File: config.mk
export PLATFORM = sky130hd
export DESIGN_NAME = gse_mul
export DESIGN_NICKNAME = d
export VERILOG_FILES = /design/src/hw/rtl/gse_pkg.sv /design/src/hw/rtl/gse_mul.sv
export SDC_FILE = /design/constraint.sdc
export NUM_CORES = 2
export LEC_CHECK = 0
export BUFFER_PORTS_ARGS = -buffer_cell sky130_fd_sc_hd__buf_2
export CAP_MARGIN = 25
export CORE_MARGIN = 10
export CORE_UTILIZATION = 50
export DETAILED_ROUTE_END_ITERATION = 6
export PLACE_DENSITY_LB_ADDON = 0.15
export SLEW_MARGIN = 0
export SYNTH_ARGS = -nofsm -noshare
export SYNTH_HDL_FRONTEND = slang
export SYNTH_SLANG_ARGS = --single-unit
File: constraint.sdc
create_clock -name clk -period 22 [get_ports clk]
set_input_delay 1.1 -clock clk [delete_from_list [all_inputs] [get_ports clk]]
set_output_delay 1.1 -clock clk [all_outputs]
set_load 0.01 [all_outputs]
File: src/hw/rtl/gse_pkg.sv
`timescale 1ns / 1ps
// shared types, widths and event tables for the gillespie event step
package gse_pkg;

  localparam int RATE_W    = 48;
  localparam int WIDE_W    = 62;
  localparam int TOT_W     = 52;
  localparam int MUL_W     = 64;
  localparam int PROD_W    = 128;
  localparam int NUM_W     = 72;
  localparam int DEN_W     = 52;
  localparam int TIME_W    = 32;
  localparam int IDX_W     = 20;
  localparam int CODE_W    = 4;
  localparam int OUT_CNT_W = 14;
  localparam int NUM_RATES = 11;
  localparam int SLOT_W    = 4;

  localparam logic [CODE_W-1:0] NO_EVENT   = 4'd11;
  localparam logic [CODE_W-1:0] LAST_EVENT = 4'd10;
  localparam logic [SLOT_W-1:0] LAST_SCAN  = 4'd9;

  // compartment indexes
  localparam logic [2:0] CI_S    = 3'd0;
  localparam logic [2:0] CI_I1   = 3'd1;
  localparam logic [2:0] CI_R    = 3'd2;
  localparam logic [2:0] CI_P    = 3'd3;
  localparam logic [2:0] CI_IR   = 3'd4;
  localparam logic [2:0] CI_NONE = 3'd5;

  // configuration register indexes
  localparam logic [2:0] REG_CONTACT  = 3'd0;
  localparam logic [2:0] REG_RECOVERY = 3'd1;
  localparam logic [2:0] REG_WANING   = 3'd2;
  localparam logic [2:0] REG_KAPPA    = 3'd3;
  localparam logic [2:0] REG_BIRTH    = 3'd4;
  localparam logic [2:0] REG_DEATH    = 3'd5;
  localparam logic [2:0] REG_CAP      = 3'd6;
  localparam logic [2:0] REG_TLIMIT   = 3'd7;

  // sequencer steps
  typedef enum logic [4:0] {
    OP_KIR, OP_BS, OP_X0, OP_R0, OP_BP, OP_KBP, OP_X1, OP_R1,
    OP_G1, OP_GR, OP_R3, OP_WANE, OP_BIRTH,
    OP_D0, OP_D1, OP_D2, OP_D3, OP_D4, OP_THR, OP_TDIV
  } op_t;

  typedef struct packed {
    logic            start;
    logic [MUL_W-1:0] a;
    logic [MUL_W-1:0] b;
  } mul_req_t;

  typedef struct packed {
    logic             start;
    logic [NUM_W-1:0] num;
    logic [DEN_W-1:0] den;
  } div_req_t;

  function automatic logic [2:0] ev_dec(input logic [CODE_W-1:0] code);
    logic [2:0] r;
    case (code)
      4'd0:    r = CI_S;
      4'd1:    r = CI_P;
      4'd2:    r = CI_I1;
      4'd3:    r = CI_IR;
      4'd4:    r = CI_R;
      4'd6:    r = CI_R;
      4'd7:    r = CI_P;
      4'd8:    r = CI_S;
      4'd9:    r = CI_IR;
      4'd10:   r = CI_I1;
      default: r = CI_NONE;
    endcase
    return r;
  endfunction

  function automatic logic [2:0] ev_inc(input logic [CODE_W-1:0] code);
    logic [2:0] r;
    case (code)
      4'd0:    r = CI_I1;
      4'd1:    r = CI_IR;
      4'd2:    r = CI_R;
      4'd3:    r = CI_R;
      4'd4:    r = CI_P;
      4'd5:    r = CI_S;
      default: r = CI_NONE;
    endcase
    return r;
  endfunction

  function automatic logic [SLOT_W-1:0] rate_slot(input op_t op);
    logic [SLOT_W-1:0] r;
    case (op)
      OP_R0:    r = 4'd0;
      OP_R1:    r = 4'd1;
      OP_G1:    r = 4'd2;
      OP_R3:    r = 4'd3;
      OP_WANE:  r = 4'd4;
      OP_BIRTH: r = 4'd5;
      OP_D0:    r = 4'd6;
      OP_D1:    r = 4'd7;
      OP_D2:    r = 4'd8;
      OP_D3:    r = 4'd9;
      OP_D4:    r = 4'd10;
      default:  r = 4'd0;
    endcase
    return r;
  endfunction

  function automatic logic [RATE_W-1:0] clamp_rate(input logic [PROD_W-1:0] v);
    return (|v[PROD_W-1:RATE_W]) ? {RATE_W{1'b1}} : v[RATE_W-1:0];
  endfunction

  function automatic logic [WIDE_W-1:0] sat_wide(input logic [PROD_W-1:0] v);
    return (|v[PROD_W-1:WIDE_W]) ? {WIDE_W{1'b1}} : v[WIDE_W-1:0];
  endfunction

endpackage

File: src/hw/rtl/gse_mul.sv
`timescale 1ns / 1ps
// shared 64x64 multiplier, one 32x32 partial product per cycle
module gse_mul import gse_pkg::*; (
  input  logic              clk,
  input  logic              rst,
  input  mul_req_t          req,
  output logic              done,
  output logic [PROD_W-1:0] prod
);

  logic [MUL_W-1:0]  ar;
  logic [MUL_W-1:0]  br;
  logic [MUL_W-1:0]  pp;
  logic [1:0]        sh;
  logic [2:0]        cnt;
  logic              busy;
  logic [PROD_W-1:0] acc;
  logic [31:0]       a_sel;
  logic [31:0]       b_sel;
  logic [PROD_W-1:0] pp_shift;

  assign a_sel    = cnt[1] ? ar[63:32] : ar[31:0];
  assign b_sel    = cnt[0] ? br[63:32] : br[31:0];
  assign pp_shift = PROD_W'(pp) << (7'd32 * 7'(sh));
  assign prod     = acc;

  always_ff @(posedge clk) begin
    if (rst) begin
      busy <= 1'b0;
      done <= 1'b0;
      cnt  <= 3'd0;
    end else begin
      done <= 1'b0;
      if (req.start) begin
        ar   <= req.a;
        br   <= req.b;
        acc  <= '0;
        cnt  <= 3'd0;
        busy <= 1'b1;
      end else if (busy) begin
        if (cnt != 3'd0) begin
          acc <= acc + pp_shift;
        end
        if (cnt == 3'd4) begin
          busy <= 1'b0;
          done <= 1'b1;
        end else begin
          pp  <= MUL_W'(a_sel * b_sel);
          sh  <= 2'(cnt[1]) + 2'(cnt[0]);
          cnt <= cnt + 3'd1;
        end
      end
    end
  end

endmodule

==> impl_metrics.ini <==
[run_status]
outcome = complete, no violations

[timing]
report.final.setup_viol = 0
slew_headroom_pct = 19.4
tightestPinTransition_ns = 1.17
fin_worst_skew_ns = 0.0372
period_utilization_post_route_pct = 42.8
maxSlewViolCount = 0
unrepaired_setup_endpoints_after_global_routing = false
clock.fmax_ghz = 0.106
final.hold.worst_slack_ns = 0.476
finalSetupTns_ns = 0
final_hold_viol_count = 0
period_needed_ns = 9.42

[global_routing]
first_global_vias = 45700
antenna_found_initial = 2
grt_start_max_net_pins = 83
grt_use_total_pct = 32.9
global_route.overflow_total = 0
grt_first_pass_wirelength_mm = 297

[yosys]
gate_count_of_the_mapped_netlist = 5912
synth_area_sq_mm = 0.0538
synth.top_cells.by_area = fa_1 (33%), edfxtp_1 (18%), ha_1 (9.1%)
syn-mean-instance-area_sq_um = 9.11
syn_nets = 7332
synthesis.yosys.warnings = 0
synthFlopType = edfxtp_1
synth_edf_count = 322
ys_seq_elements = 327
fraction_of_post_synthesis_cell_area_in_the_top_cell_type_by_area_pct = 33.4
fraction_of_registers_with_async_set_or_reset_after_synthesis_pct = 0
seq_total_area_yosys_pct = 18.1
ys_types = 78
netlist.top_cell.by_area = fa_1

[critical_path]
crit_top_cell = fa_1
criticalPathCategory = reg -> reg
critical-path-max-stage-delay_ns = 0.70
worstPathRequired_ns = 22.39
crit_arrival_ns = 9.81
worst_path_max_delay_cell = buf_4
critical_path_peak_fanout = 46
worstSetupEndpointType = register
crit_path_start_kind = register

[clocking]
tritoncts = built
worst_skew_pair.late_latency_ns = 0.65
clock-sinks = 327
cts_root_buf = clkbuf_16
post_cts_sizing = 0
cts.clk_slew.worst_paths_ns = 0.06
clock_tree.htree_level_count = 2
post_cts_buffers = 0
cts_max_path_buffers = 3
cts_buffers = 41
postCtsHoldBufs = 0

[placed_design]
portBuffers = 259
numPlacedInstances = 7381
dp_hpwl_mm = 161
place_congestion = 1.01

[min_path]
hp-class = reg -> reg

[floorplanning]
fp.dieArea_sq_mm = 0.121
starting_density_of_the_core_pct = 50.3
dieWidth_um = 348
ios = 260
fp.coreArea_sq_mm = 0.107
dieHeight_um = 348
num_rows = 120

[finish]
ff_latch_area_sq_mm = 0.00978
multi_input_comb_area_sq_mm = 0.0397
area_delta_synth_final_pct = 8.31
layout.nets = 7443
post_route_cells_drive_above_1_share_pct = 9.21
fill_cells = 9892
fin_cells = 7463

[drt]
detail_route.vias_per_cell = 5.95
drt-initial-drc-count = 4644
drt-wirelength-per-cell_um = 27.1
detail_route.first_pass.iterations = 7
drc_violations_left = 0
route.vias.total = 44400
wl_mm = 202
ant_nets = 0

[run]
max_cap_violations = 0
-- critical path: cells and delay by family (launching register included) --
| kind | cells | cell delay, ns |
|---|---|---|
| compound gates | 7 | 2.04 |
| xor+xnor | 1 | 0.10 |
| fa+ha+maj | 9 | 4.42 |
| buf+inv | 6 | 1.26 |
| flops | 1 | 0.58 |
| mux | 1 | 0.27 |
| simple gates | 3 | 0.39 |
-- metal layers --
layer  GRT usage, %  wire length (um)  part of all wire [%]
met1           40.9             76000                    38
met3           10.2             24100                    12
met2           51.8             89400                    44
met5              0                14                0.0069
met4           16.4             12400                   6.1
-- cell type report --
cell class | count | share of cell area (%)
flip-flops and latches | 327 | 16.8
diodes | 4 | 0.0172
clock inverters | 30 | 0.822
clock buffers | 46 | 1.83
inverters | 948 | 6.10
multi-input cells | 4360 | 68.0
well taps | 1403 | 3.01
repair buffers | 345 | 3.44
-- flip-flops by register name (all words and copies together), names as in the netlist --
register  flops
ar           64
br           64
busy          1
cnt           3
done          1
pp           64
prod        128
sh            2
-- cell usage in the layout, fill, tap and decap left out, types with 10 or more instances in the layout --
cell,Yosys,layout
buf_2,18,258
nand2b_1,15,15
nor4_1,10,10
a211oi_1,11,11
xor2_1,53,53
and3_1,14,14
nand4_1,87,87
xnor2_1,103,103
nand2_1,663,663
a21boi_0,20,20
mux2_2,70,70
buf_4,0,83
mux2i_2,0,41
a21o_1,94,94
a22o_1,33,33
o21ai_1,35,35
o31ai_1,11,11
mux2i_1,98,54
nand3_1,41,41
o21bai_1,56,56
fa_1,897,897
inv_1,948,948
edfxtp_1,322,322
and4_1,11,11
a21oi_1,274,274
nor2b_1,61,58
a31oi_1,23,23
bufinv_16,0,11
o21ai_0,135,135
nor3_1,68,68
o21a_1,39,39
ha_1,392,392
o211ai_1,11,11
and2_1,48,48
clkbuf_16,0,42
nor2_1,856,855
-- cell families (layout without fill, tap and decap cells) --
| kind of cell | Yosys count | after routing | synth area share [%] |
|---|---|---|---|
| simple gates | 1907 | 1907 | 15.0 |
| flops | 327 | 327 | 18.1 |
| mux | 176 | 176 | 3.45 |
| buf+inv | 1225 | 1369 | 8.60 |
| xor+xnor | 156 | 156 | 2.54 |
| other cells | 0 | 4 | 0 |
| compound gates | 832 | 832 | 9.84 |
| fa+ha+maj | 1289 | 1289 | 42.5 |
-- synthesized netlist by cell type, types with 14 or more instances --
master    number
nor2_1       856
ha_1         392
o21bai_1      56
a22o_1        33
o21ai_0      135
and2_1        48
xor2_1        53
xnor2_1      103
fa_1         897
buf_1         22
clkbuf_1     236
buf_2         18
nor2b_1       61
nand3_1       41
mux2i_1       98
nand4_1       87
nand2_1      663
nor3_1        68
o21a_1        39
and3_1        14
a21o_1        94
a31oi_1       23
a21oi_1      274
edfxtp_1     322
inv_1        948
mux2_2        70
nand2b_1      15
o21ai_1       35
a21boi_0      20
-- metrics by stage --
| step | utilization [%] | setup WS, ns | cell area [sq um] |
|---|---|---|---|
| after floorplan | - | 13.47 | 53800 |
| after global placement | 52.9 | 12.77 | 56600 |
| after detailed placement | 53.0 | 12.69 | 56700 |
| after CTS | 54.4 | 12.71 | 58300 |
| after global routing | 54.5 | 12.26 | 58300 |
| final | 54.5 | 12.58 | 58300 |
-- worst paths after layout --
path              startpoint     end  slack [ns]  cells past startpoint
hold / removal          busy    done        0.48                      2
setup reg to reg      cnt[1]  pp[62]       12.58                     27
hold reg to reg         busy    done        0.48                      2
setup / recovery      cnt[1]  pp[62]       12.58                     27
Power is left out: the tool's default activity adds up to more than one toggle a clock period on the data nets, which glitch-free logic cannot reach.
