<file path="config.mk">
export PLATFORM = sky130hd
export DESIGN_NAME = gse_div
export DESIGN_NICKNAME = d
export VERILOG_FILES = /design/src/hw/rtl/gse_pkg.sv /design/src/hw/rtl/gse_div.sv
export SDC_FILE = /design/constraint.sdc
export NUM_CORES = 1
export LEC_CHECK = 0
export ABC_AREA = 1
export BUFFER_PORTS_ARGS = -buffer_cell sky130_fd_sc_hd__buf_4
export CAP_MARGIN = 40
export CORE_MARGIN = 2
export CORE_UTILIZATION = 25
export DETAILED_ROUTE_END_ITERATION = 12
export HOLD_SLACK_MARGIN = 0.02
export RECOVER_POWER = 50
export SETUP_SLACK_MARGIN = 0.4
export SLEW_MARGIN = 20
export SYNTH_ARGS = -nofsm -noshare
export SYNTH_HDL_FRONTEND = slang
export SYNTH_SLANG_ARGS = --single-unit
</file>
<file path="constraint.sdc">
create_clock -name clk -period 15.63 [get_ports clk]
set_input_delay 0.7815 -clock clk [delete_from_list [all_inputs] [get_ports clk]]
set_output_delay 0.7815 -clock clk [all_outputs]
set_load 0.01 [all_outputs]
</file>
<file path="src/hw/rtl/gse_pkg.sv">
`timescale 1ns / 1ps
// shared types, widths and event tables for the gillespie event step
package gse_pkg;

  localparam int RATE_W    = 48;
  localparam int WIDE_W    = 62;
  localparam int TOT_W     = 52;
  localparam int MUL_W     = 64;
  localparam int PROD_W    = 128;
  localparam int NUM_W     = 72;
  localparam int DEN_W     = 52;
  localparam int TIME_W    = 32;
  localparam int IDX_W     = 20;
  localparam int CODE_W    = 4;
  localparam int OUT_CNT_W = 14;
  localparam int NUM_RATES = 11;
  localparam int SLOT_W    = 4;

  localparam logic [CODE_W-1:0] NO_EVENT   = 4'd11;
  localparam logic [CODE_W-1:0] LAST_EVENT = 4'd10;
  localparam logic [SLOT_W-1:0] LAST_SCAN  = 4'd9;

  // compartment indexes
  localparam logic [2:0] CI_S    = 3'd0;
  localparam logic [2:0] CI_I1   = 3'd1;
  localparam logic [2:0] CI_R    = 3'd2;
  localparam logic [2:0] CI_P    = 3'd3;
  localparam logic [2:0] CI_IR   = 3'd4;
  localparam logic [2:0] CI_NONE = 3'd5;

  // configuration register indexes
  localparam logic [2:0] REG_CONTACT  = 3'd0;
  localparam logic [2:0] REG_RECOVERY = 3'd1;
  localparam logic [2:0] REG_WANING   = 3'd2;
  localparam logic [2:0] REG_KAPPA    = 3'd3;
  localparam logic [2:0] REG_BIRTH    = 3'd4;
  localparam logic [2:0] REG_DEATH    = 3'd5;
  localparam logic [2:0] REG_CAP      = 3'd6;
  localparam logic [2:0] REG_TLIMIT   = 3'd7;

  // sequencer steps
  typedef enum logic [4:0] {
    OP_KIR, OP_BS, OP_X0, OP_R0, OP_BP, OP_KBP, OP_X1, OP_R1,
    OP_G1, OP_GR, OP_R3, OP_WANE, OP_BIRTH,
    OP_D0, OP_D1, OP_D2, OP_D3, OP_D4, OP_THR, OP_TDIV
  } op_t;

  typedef struct packed {
    logic            start;
    logic [MUL_W-1:0] a;
    logic [MUL_W-1:0] b;
  } mul_req_t;

  typedef struct packed {
    logic             start;
    logic [NUM_W-1:0] num;
    logic [DEN_W-1:0] den;
  } div_req_t;

  function automatic logic [2:0] ev_dec(input logic [CODE_W-1:0] code);
    logic [2:0] r;
    case (code)
      4'd0:    r = CI_S;
      4'd1:    r = CI_P;
      4'd2:    r = CI_I1;
      4'd3:    r = CI_IR;
      4'd4:    r = CI_R;
      4'd6:    r = CI_R;
      4'd7:    r = CI_P;
      4'd8:    r = CI_S;
      4'd9:    r = CI_IR;
      4'd10:   r = CI_I1;
      default: r = CI_NONE;
    endcase
    return r;
  endfunction

  function automatic logic [2:0] ev_inc(input logic [CODE_W-1:0] code);
    logic [2:0] r;
    case (code)
      4'd0:    r = CI_I1;
      4'd1:    r = CI_IR;
      4'd2:    r = CI_R;
      4'd3:    r = CI_R;
      4'd4:    r = CI_P;
      4'd5:    r = CI_S;
      default: r = CI_NONE;
    endcase
    return r;
  endfunction

  function automatic logic [SLOT_W-1:0] rate_slot(input op_t op);
    logic [SLOT_W-1:0] r;
    case (op)
      OP_R0:    r = 4'd0;
      OP_R1:    r = 4'd1;
      OP_G1:    r = 4'd2;
      OP_R3:    r = 4'd3;
      OP_WANE:  r = 4'd4;
      OP_BIRTH: r = 4'd5;
      OP_D0:    r = 4'd6;
      OP_D1:    r = 4'd7;
      OP_D2:    r = 4'd8;
      OP_D3:    r = 4'd9;
      OP_D4:    r = 4'd10;
      default:  r = 4'd0;
    endcase
    return r;
  endfunction

  function automatic logic [RATE_W-1:0] clamp_rate(input logic [PROD_W-1:0] v);
    return (|v[PROD_W-1:RATE_W]) ? {RATE_W{1'b1}} : v[RATE_W-1:0];
  endfunction

  function automatic logic [WIDE_W-1:0] sat_wide(input logic [PROD_W-1:0] v);
    return (|v[PROD_W-1:WIDE_W]) ? {WIDE_W{1'b1}} : v[WIDE_W-1:0];
  endfunction

endpackage

</file>
<file path="src/hw/rtl/gse_div.sv">
`timescale 1ns / 1ps
// restoring divider, one quotient bit per cycle
module gse_div import gse_pkg::*; (
  input  logic             clk,
  input  logic             rst,
  input  div_req_t         req,
  output logic             done,
  output logic [NUM_W-1:0] quo
);

  localparam int CNT_W = $clog2(NUM_W + 1);

  logic [NUM_W-1:0] nr;
  logic [DEN_W-1:0] dr;
  logic [DEN_W-1:0] rem;
  logic [CNT_W-1:0] cnt;
  logic             busy;
  logic [DEN_W:0]   trial;
  logic             fits;

  assign trial = {rem, nr[NUM_W-1]};
  assign fits  = trial >= {1'b0, dr};
  assign quo   = nr;

  always_ff @(posedge clk) begin
    if (rst) begin
      busy <= 1'b0;
      done <= 1'b0;
      cnt  <= '0;
    end else begin
      done <= 1'b0;
      if (req.start) begin
        nr   <= req.num;
        dr   <= req.den;
        rem  <= '0;
        cnt  <= CNT_W'(NUM_W);
        busy <= 1'b1;
      end else if (busy) begin
        // quotient bits shift in behind the numerator
        rem <= fits ? DEN_W'(trial - {1'b0, dr}) : trial[DEN_W-1:0];
        nr  <= {nr[NUM_W-2:0], fits};
        cnt <= cnt - CNT_W'(1);
        if (cnt == CNT_W'(1)) begin
          busy <= 1'b0;
          done <= 1'b1;
        end
      end
    end
  end

endmodule

</file>
==> metrics.log, run 1 <==
INFO  metric outcome = complete, but fails checks
INFO  metric violations_in_the_final_reports = max-capacitance violations, max-slew violations
INFO  metric top_level_ports = 200
INFO  metric synth_area_leader_cell = sky130_fd_sc_hd__edfxtp_1
INFO  metric place_congestion = 0.907
INFO  metric ant_nets = 0
INFO  metric synth-seq-cells = 185
INFO  metric dp_hpwl = 29700 um
INFO  metric setup_violations = 0
INFO  metric synthesis.nets = just under 2000
INFO  metric synth.cell_area = 0.0125 mm2
INFO  metric crit_path_category = in2reg
INFO  metric final_common_cell = sky130_fd_sc_hd__nand2_1
INFO  metric root_buffer = sky130_fd_sc_hd__clkbuf_16
INFO  metric grt.overflow.total = 0
INFO  metric core_area = 0.0492 mm2
INFO  metric tns = 0 ns
INFO  metric post_route_worst_setup_slack = 7.18 ns
INFO  metric timing.slew.headroom = -1.09
INFO  metric hold_path_class = reg2reg
INFO  metric final_hold_viol_count = 0
INFO  metric route.detailed.drc = 0
INFO  metric cts_inserted_buffers = 17
INFO  metric worstPathArrival = between 8 and 9 ns
INFO  metric die_h = 227 um
INFO  metric fin_skew = 0.0167 ns
INFO  metric cell_area_power_density = roughly 100 mW/mm2
INFO  metric yosysSeqAreaShare = 0.438
INFO  metric synth_largest_type_area_fraction = 0.423
INFO  metric drv.max_cap_violation_count = 3
INFO  metric total_switching_power = 0.000548 W
INFO  metric tightest_slew = 3.13 ns
INFO  metric initial_core_util = 0.254
INFO  metric pre_cts_setup_slack = 11.97 ns
INFO  metric drt-total-wl = around 37000 um
INFO  metric post_synth_num_cell_types = 40
INFO  metric worst_hold_slack = 0.487 ns
INFO  metric drt_first_iter_violations = 784
INFO  metric clkSinkCount = 185
INFO  metric clock_tree_from_tritoncts = built
INFO  metric switching_share = 0.357
INFO  metric final_min_period_over_clock_period = 0.541
INFO  metric layout_cell_share_with_drive_strength_beyond_1 = 0.101
INFO  metric worst_ep_required_time = between 15 and 20 ns
INFO  metric detail_route.first_pass.iterations = 5
INFO  metric period_needed = 8.45 ns
INFO  metric detail_route.wl_per_cell = 14.1 um
INFO  metric postSynthAreaPerCell = 7.06 um2
INFO  metric num-nets-final = between 2000 and 2500
INFO  metric share_comb_of_total_power = 0.296
INFO  metric row_count = slightly above 80
INFO  metric first_global_vias = 10900
INFO  metric clkPwrFrac = 0.302
INFO  metric clock_tree.buffer_depth = 2
INFO  metric clkTransAtPathRegs = 0.09 ns
INFO  metric final_cell_mix = 806 x sky130_fd_sc_hd__nand2_1, 333 x sky130_fd_sc_hd__inv_1, 176 x sky130_fd_sc_hd__edfxtp_1
INFO  metric crit_path_start_kind = input port
INFO  metric numPlacedInstances = between 2000 and 3000
INFO  metric vias_per_cell = 4.21
INFO  metric worstSkewPairLatency = 0.47 ns
INFO  metric critical_path.max_fanout = 74
INFO  metric antenna_found_initial = 1
INFO  metric synth_warnings = 0
INFO  metric area_growth_from_synthesis_to_final_layout = 20.8%
INFO  metric ys_top_cells_by_area = sky130_fd_sc_hd__edfxtp_1 42%, sky130_fd_sc_hd__nand2_1 24%, sky130_fd_sc_hd__inv_1 10%
INFO  metric power.share.sequential = 0.402
INFO  metric postCtsResizedCells = 0
INFO  metric netlist_instances = between 1500 and 2000
INFO  metric htree_num_levels = 4
INFO  metric post_layout_nonfiller_instances = 2639
INFO  metric post-cts-setup-buffers = 0
INFO  metric cellInternalPower = 0.000986 W
INFO  metric final-max-slew-violation-count = 207
INFO  metric n_antenna_cell = 0
INFO  metric peakVddDrop = 0.0819 mV
INFO  metric grt_start_max_net_pins = 75
INFO  metric die_outline_area = 0.0517 mm2
INFO  metric detailroute.via_count = 11100
INFO  metric grt_pass1_wl = 58400 um
INFO  metric port_buffers = between 150 and 200
INFO  metric cts-hold-fix-buffers = 0
INFO  metric worst_setup_path_end_kind = flop
INFO  metric clock.fmax = 0.118 GHz
INFO  metric die_x = 227 um
INFO  metric grt_usage = 0.148
INFO  metric grt_setup_unrepaired = no
INFO  metric power.leakage = ~7.7 nW
## final timing paths
path                                 to  slack (ns)             startpoint  cells after the start
setup / recovery  rem[43]$_SDFFCE_PP0P_        7.18               req[124]                      5
hold / removal      cnt[6]$_SDFFE_PP0N_        0.49    cnt[6]$_SDFFE_PP0N_                      2
setup reg to reg   rem[9]$_SDFFCE_PP0P_       12.14  rem[19]$_SDFFCE_PP0P_                     13
hold reg to reg     cnt[6]$_SDFFE_PP0N_        0.49    cnt[6]$_SDFFE_PP0N_                      2
## critical path, stage by stage
cell and delay, ns:
sky130_fd_sc_hd__clkbuf_1 2.17, sky130_fd_sc_hd__clkinvlp_2 3.40, sky130_fd_sc_hd__a21oi_4 0.72, sky130_fd_sc_hd__clkbuf_1 1.10
sky130_fd_sc_hd__buf_16 0.33
## power groups by stage
| stage | Combinational [W] | Clock [W] | Sequential, W |
|---|---|---|---|
| 6_report | 0.000454 | 0.000463 | 0.000617 |
| 5_1_grt | 0.000518 | 0.000494 | 0.000622 |
| 4_1_cts | 0.000462 | 0.000480 | 0.000618 |
| 3_5_place_dp | 0.000460 | 0 | 0.000628 |
| 3_3_place_gp | 0.000457 | 0 | 0.000628 |
| 2_1_floorplan | 0.000317 | 0 | 0.000633 |
## synth_stat cells (all sizes together)
| master | count |
|---|---|
| nand2 | 809 |
| inv | 341 |
| edfxtp | 176 |
| nor2 | 169 |
| nand3 | 64 |
| ha | 54 |
| a21oi | 32 |
| xnor2 | 24 |
| clkbuf | 18 |
| buf | 15 |
| nand4 | 15 |
| nor3 | 13 |
| dfxtp | 9 |
| nand3b | 8 |
| o21ai | 5 |
| o21bai | 5 |
| a211oi | 1 |
| a21o | 1 |
| a31oi | 1 |
| and2 | 1 |
| clkinv | 1 |
| fa | 1 |
| nor3b | 1 |
| nor4 | 1 |
| o21a | 1 |
| or2 | 1 |
| or3 | 1 |
| xor2 | 1 |
## stage by stage
stage | power [W] | cell area (um2) | util
2_1_floorplan | 0.000950 | 12500 | -
3_3_place_gp | 0.00108 | 14700 | 0.299
3_5_place_dp | 0.00109 | 14700 | 0.299
4_1_cts | 0.00156 | 15300 | 0.312
5_1_grt | 0.00163 | 15100 | 0.307
6_report | 0.00153 | 15100 | 0.307
## state kept, by name (all words and copies together) (netlist names)
register	count
quo	72
cnt	7
done	1
dr	52
busy	1
rem	52
## area by class of cell
type	instances	area, um2
Tap cell	664	831
Clock inverter	14	185
Timing Repair Buffer	207	1300
Inverter	342	1280
Fill cell	5394	34100
Clock buffer	18	450
Sequential cell	185	5470
Multi-Input combinational cell	1209	5560
## routing by layer
metal  vias to the layer above  GRT usage  routed length [um]
met5                         -          0                  13
met4                         2     0.0405                 598
met3                        32     0.0412                2590
met2                       343      0.240               17000
met1                      4980      0.192               16900
li1                       5762          -                   -
## cell families after synthesis
| family | after synthesis | synth area share |
|---|---|---|
| and+or+nand+nor | 1083 | 0.350 |
| buffers and inverters | 375 | 0.118 |
| DFF | 185 | 0.438 |
| adders and majority gates | 55 | 0.0557 |
| AOI/OAI and AO/OA | 46 | 0.0204 |
| xor gates and xnor gates | 25 | 0.0175 |
No activity file was read; power rests on OpenSTA's default activity.
==> inputs of run 2 (changes only) <==
==> constraint.sdc (replaced) <==
create_clock -name clk -period 6.9 [get_ports clk]
set_input_delay 0.345 -clock clk [delete_from_list [all_inputs] [get_ports clk]]
set_output_delay 0.345 -clock clk [all_outputs]
set_load 0.01 [all_outputs]
==> metrics.log, run 2 (synthesis gave the netlist of run 1 again) <==
INFO  metric row_count = 81
INFO  metric drt-total-wl = 37700 um
INFO  metric htree_num_levels = 4
INFO  metric antenna_found_initial = 1
INFO  metric detail_route.wl_per_cell = roughly 14 um
INFO  metric tns = 0 ns
INFO  metric die_x = 227 um
INFO  metric power.leakage = 7.95 nW
INFO  metric clock_tree_from_tritoncts = built
INFO  metric postLayoutCoreUtil = 0.317
INFO  metric grt_pass1_wl = between 50000 and 60000 um
INFO  metric grt.overflow.total = 0
INFO  metric drv.max_cap_violation_count = 1
INFO  metric worst_setup_path_end_kind = flop
INFO  metric grt_setup_unrepaired = no
INFO  metric num-nets-final = around 2200
INFO  metric worstSkewPairLatency = 0.49 ns
INFO  metric crit_path_start_kind = input port
INFO  metric root_buffer = sky130_fd_sc_hd__clkbuf_16
INFO  metric area_growth_from_synthesis_to_final_layout = 24.8%
INFO  metric post-layout-total-power = 0.00347 W
INFO  metric worstPathArrival = 4.73 ns
INFO  metric drt_first_iter_violations = 587
INFO  metric violations_in_the_final_reports = max-capacitance violations, max-slew violations
INFO  metric tightest_slew = 3.27 ns
INFO  metric pre_cts_setup_slack = 3.70 ns
INFO  metric final_min_period_over_clock_period = 0.649
INFO  metric die_h = 227 um
INFO  metric fin_skew = 0.0137 ns
INFO  metric layout_cell_share_with_drive_strength_beyond_1 = 0.101
INFO  metric cell_area_power_density = 222 mW/mm2
INFO  metric die_outline_area = ~0.052 mm2
INFO  metric final_cell_mix = 806 x sky130_fd_sc_hd__nand2_1, 333 x sky130_fd_sc_hd__inv_1, 176 x sky130_fd_sc_hd__edfxtp_1
INFO  metric timing.slew.headroom = -1.18
INFO  metric first_global_vias = roughly 11000
INFO  metric vias_per_cell = 4.20
INFO  metric core_area = 0.0492 mm2
INFO  metric crit_path_category = in2reg
INFO  metric post_route_worst_setup_slack = between 2 and 2.5 ns
INFO  metric peakVddDrop = 0.186 mV
INFO  metric ant_nets = 0
INFO  metric initial_core_util = 0.254
INFO  metric worst_ep_required_time = around 7.2 ns
INFO  metric final_hold_viol_count = 0
INFO  metric detailroute.via_count = 11300
INFO  metric detail_route.first_pass.iterations = 5
INFO  metric outcome = complete, but fails checks
INFO  metric clkSinkCount = 185
INFO  metric grt_start_max_net_pins = 75
INFO  metric critical_path.max_fanout = 74
INFO  metric clock.fmax = between 0.2 and 0.25 GHz
INFO  metric largest_reg_flops = 72
INFO  metric setup_violations = 0
INFO  metric clock_tree.buffer_depth = 2
INFO  metric clkTransAtPathRegs = roughly 0.07 ns
INFO  metric final_common_cell = sky130_fd_sc_hd__nand2_1
INFO  metric place_congestion = 0.977
INFO  metric top_level_ports = 200
INFO  metric grt_usage = 0.152
INFO  metric port_buffers = 199
INFO  metric period_needed = 4.48 ns
INFO  metric final-max-slew-violation-count = 75
INFO  metric hold_path_class = in2reg
INFO  metric route.detailed.drc = 0
INFO  metric cts_inserted_buffers = 17
INFO  metric dp_hpwl = 29800 um
-- run 2: cell count changes in the layout (fill, tap and decap cells not counted), moves of 2 or more --
| cell | before | now |
|---|---|---|
| sky130_fd_sc_hd__dlygate4sd3_1 | 0 | 52 |
| sky130_fd_sc_hd__clkbuf_1 | 80 | 75 |
| sky130_fd_sc_hd__clkinv_8 | 6 | 1 |
| sky130_fd_sc_hd__inv_6 | 1 | 5 |
| sky130_fd_sc_hd__buf_4 | 75 | 78 |
| sky130_fd_sc_hd__clkbuf_4 | 49 | 51 |
| sky130_fd_sc_hd__clkinv_2 | 0 | 2 |
| sky130_fd_sc_hd__clkinvlp_4 | 0 | 2 |
| sky130_fd_sc_hd__inv_8 | 5 | 3 |
-- run 2: final timing paths --
kind	startpoint	to	slack (ns)	cells past startpoint
worst max-delay path	req[124]	rem[45]$_SDFFCE_PP0P_	2.42	8
worst max register to register	rem[19]$_SDFFCE_PP0P_	rem[17]$_SDFFCE_PP0P_	3.70	14
worst min register to register	cnt[6]$_SDFFE_PP0N_	cnt[6]$_SDFFE_PP0N_	0.47	2
worst min-delay path	rst	cnt[6]$_SDFFE_PP0N_	0.06	2
-- run 2: per-stage QoR --
step                cell area, um2  hold WS, ns  std cells
floorplan                    12500        0.414       1769
global placement             14700        0.462       2604
detailed placement           14800        0.464       2608
CTS                          15900       0.0234       2692
global route                 15600       0.0324       2693
finish                       15600       0.0571       2693
-- run 2: what timing repair did --
action | in CTS | in global routing
resized for setup | 0 | 0
buffers inserted | 0 | 0
setup endpoints to repair | 0 | 0
hold buffers | 52 | 0
endpoints found under the hold margin | 52 | 0
-- run 2: routing by layer --
layer  vias to the layer above  track usage  part of all wire
met3                        56       0.0401             0.064
met4                         0       0.0708             0.037
met2                       321        0.234              0.44
met1                      5056        0.199              0.46
met5                         -            0                 0
li1                       5869            -                 -
-- run 2: layout make-up --
cell class / count / area, um2
Multi-Input combinational cell: 1209 / 5550
Sequential cell: 185 / 5470
Antenna cell: 1 / 2.50
Tap cell: 664 / 831
Clock inverter: 15 / 158
Inverter: 342 / 1290
Clock buffer: 17 / 425
Fill cell: 5349 / 33600
Timing Repair Buffer: 260 / 1860
-- run 2: power by group --
group	internal [W]	leakage [nW]	switching [W]
clock	0.000511	0.284	0.000507
combinational	0.000383	5.90	0.000667
sequential	0.00135	1.76	0.0000461
total	0.00225	7.95	0.00122
-- run 2: worst max-delay path, stage by stage --
cell	delay, ns
sky130_fd_sc_hd__clkbuf_1	2.28
sky130_fd_sc_hd__inv_4	0.68
sky130_fd_sc_hd__buf_4	0.53
sky130_fd_sc_hd__nand2_1	0.47
sky130_fd_sc_hd__buf_8	0.22
sky130_fd_sc_hd__nand2_1	0.06
sky130_fd_sc_hd__nand2_1	0.06
sky130_fd_sc_hd__inv_1	0.04
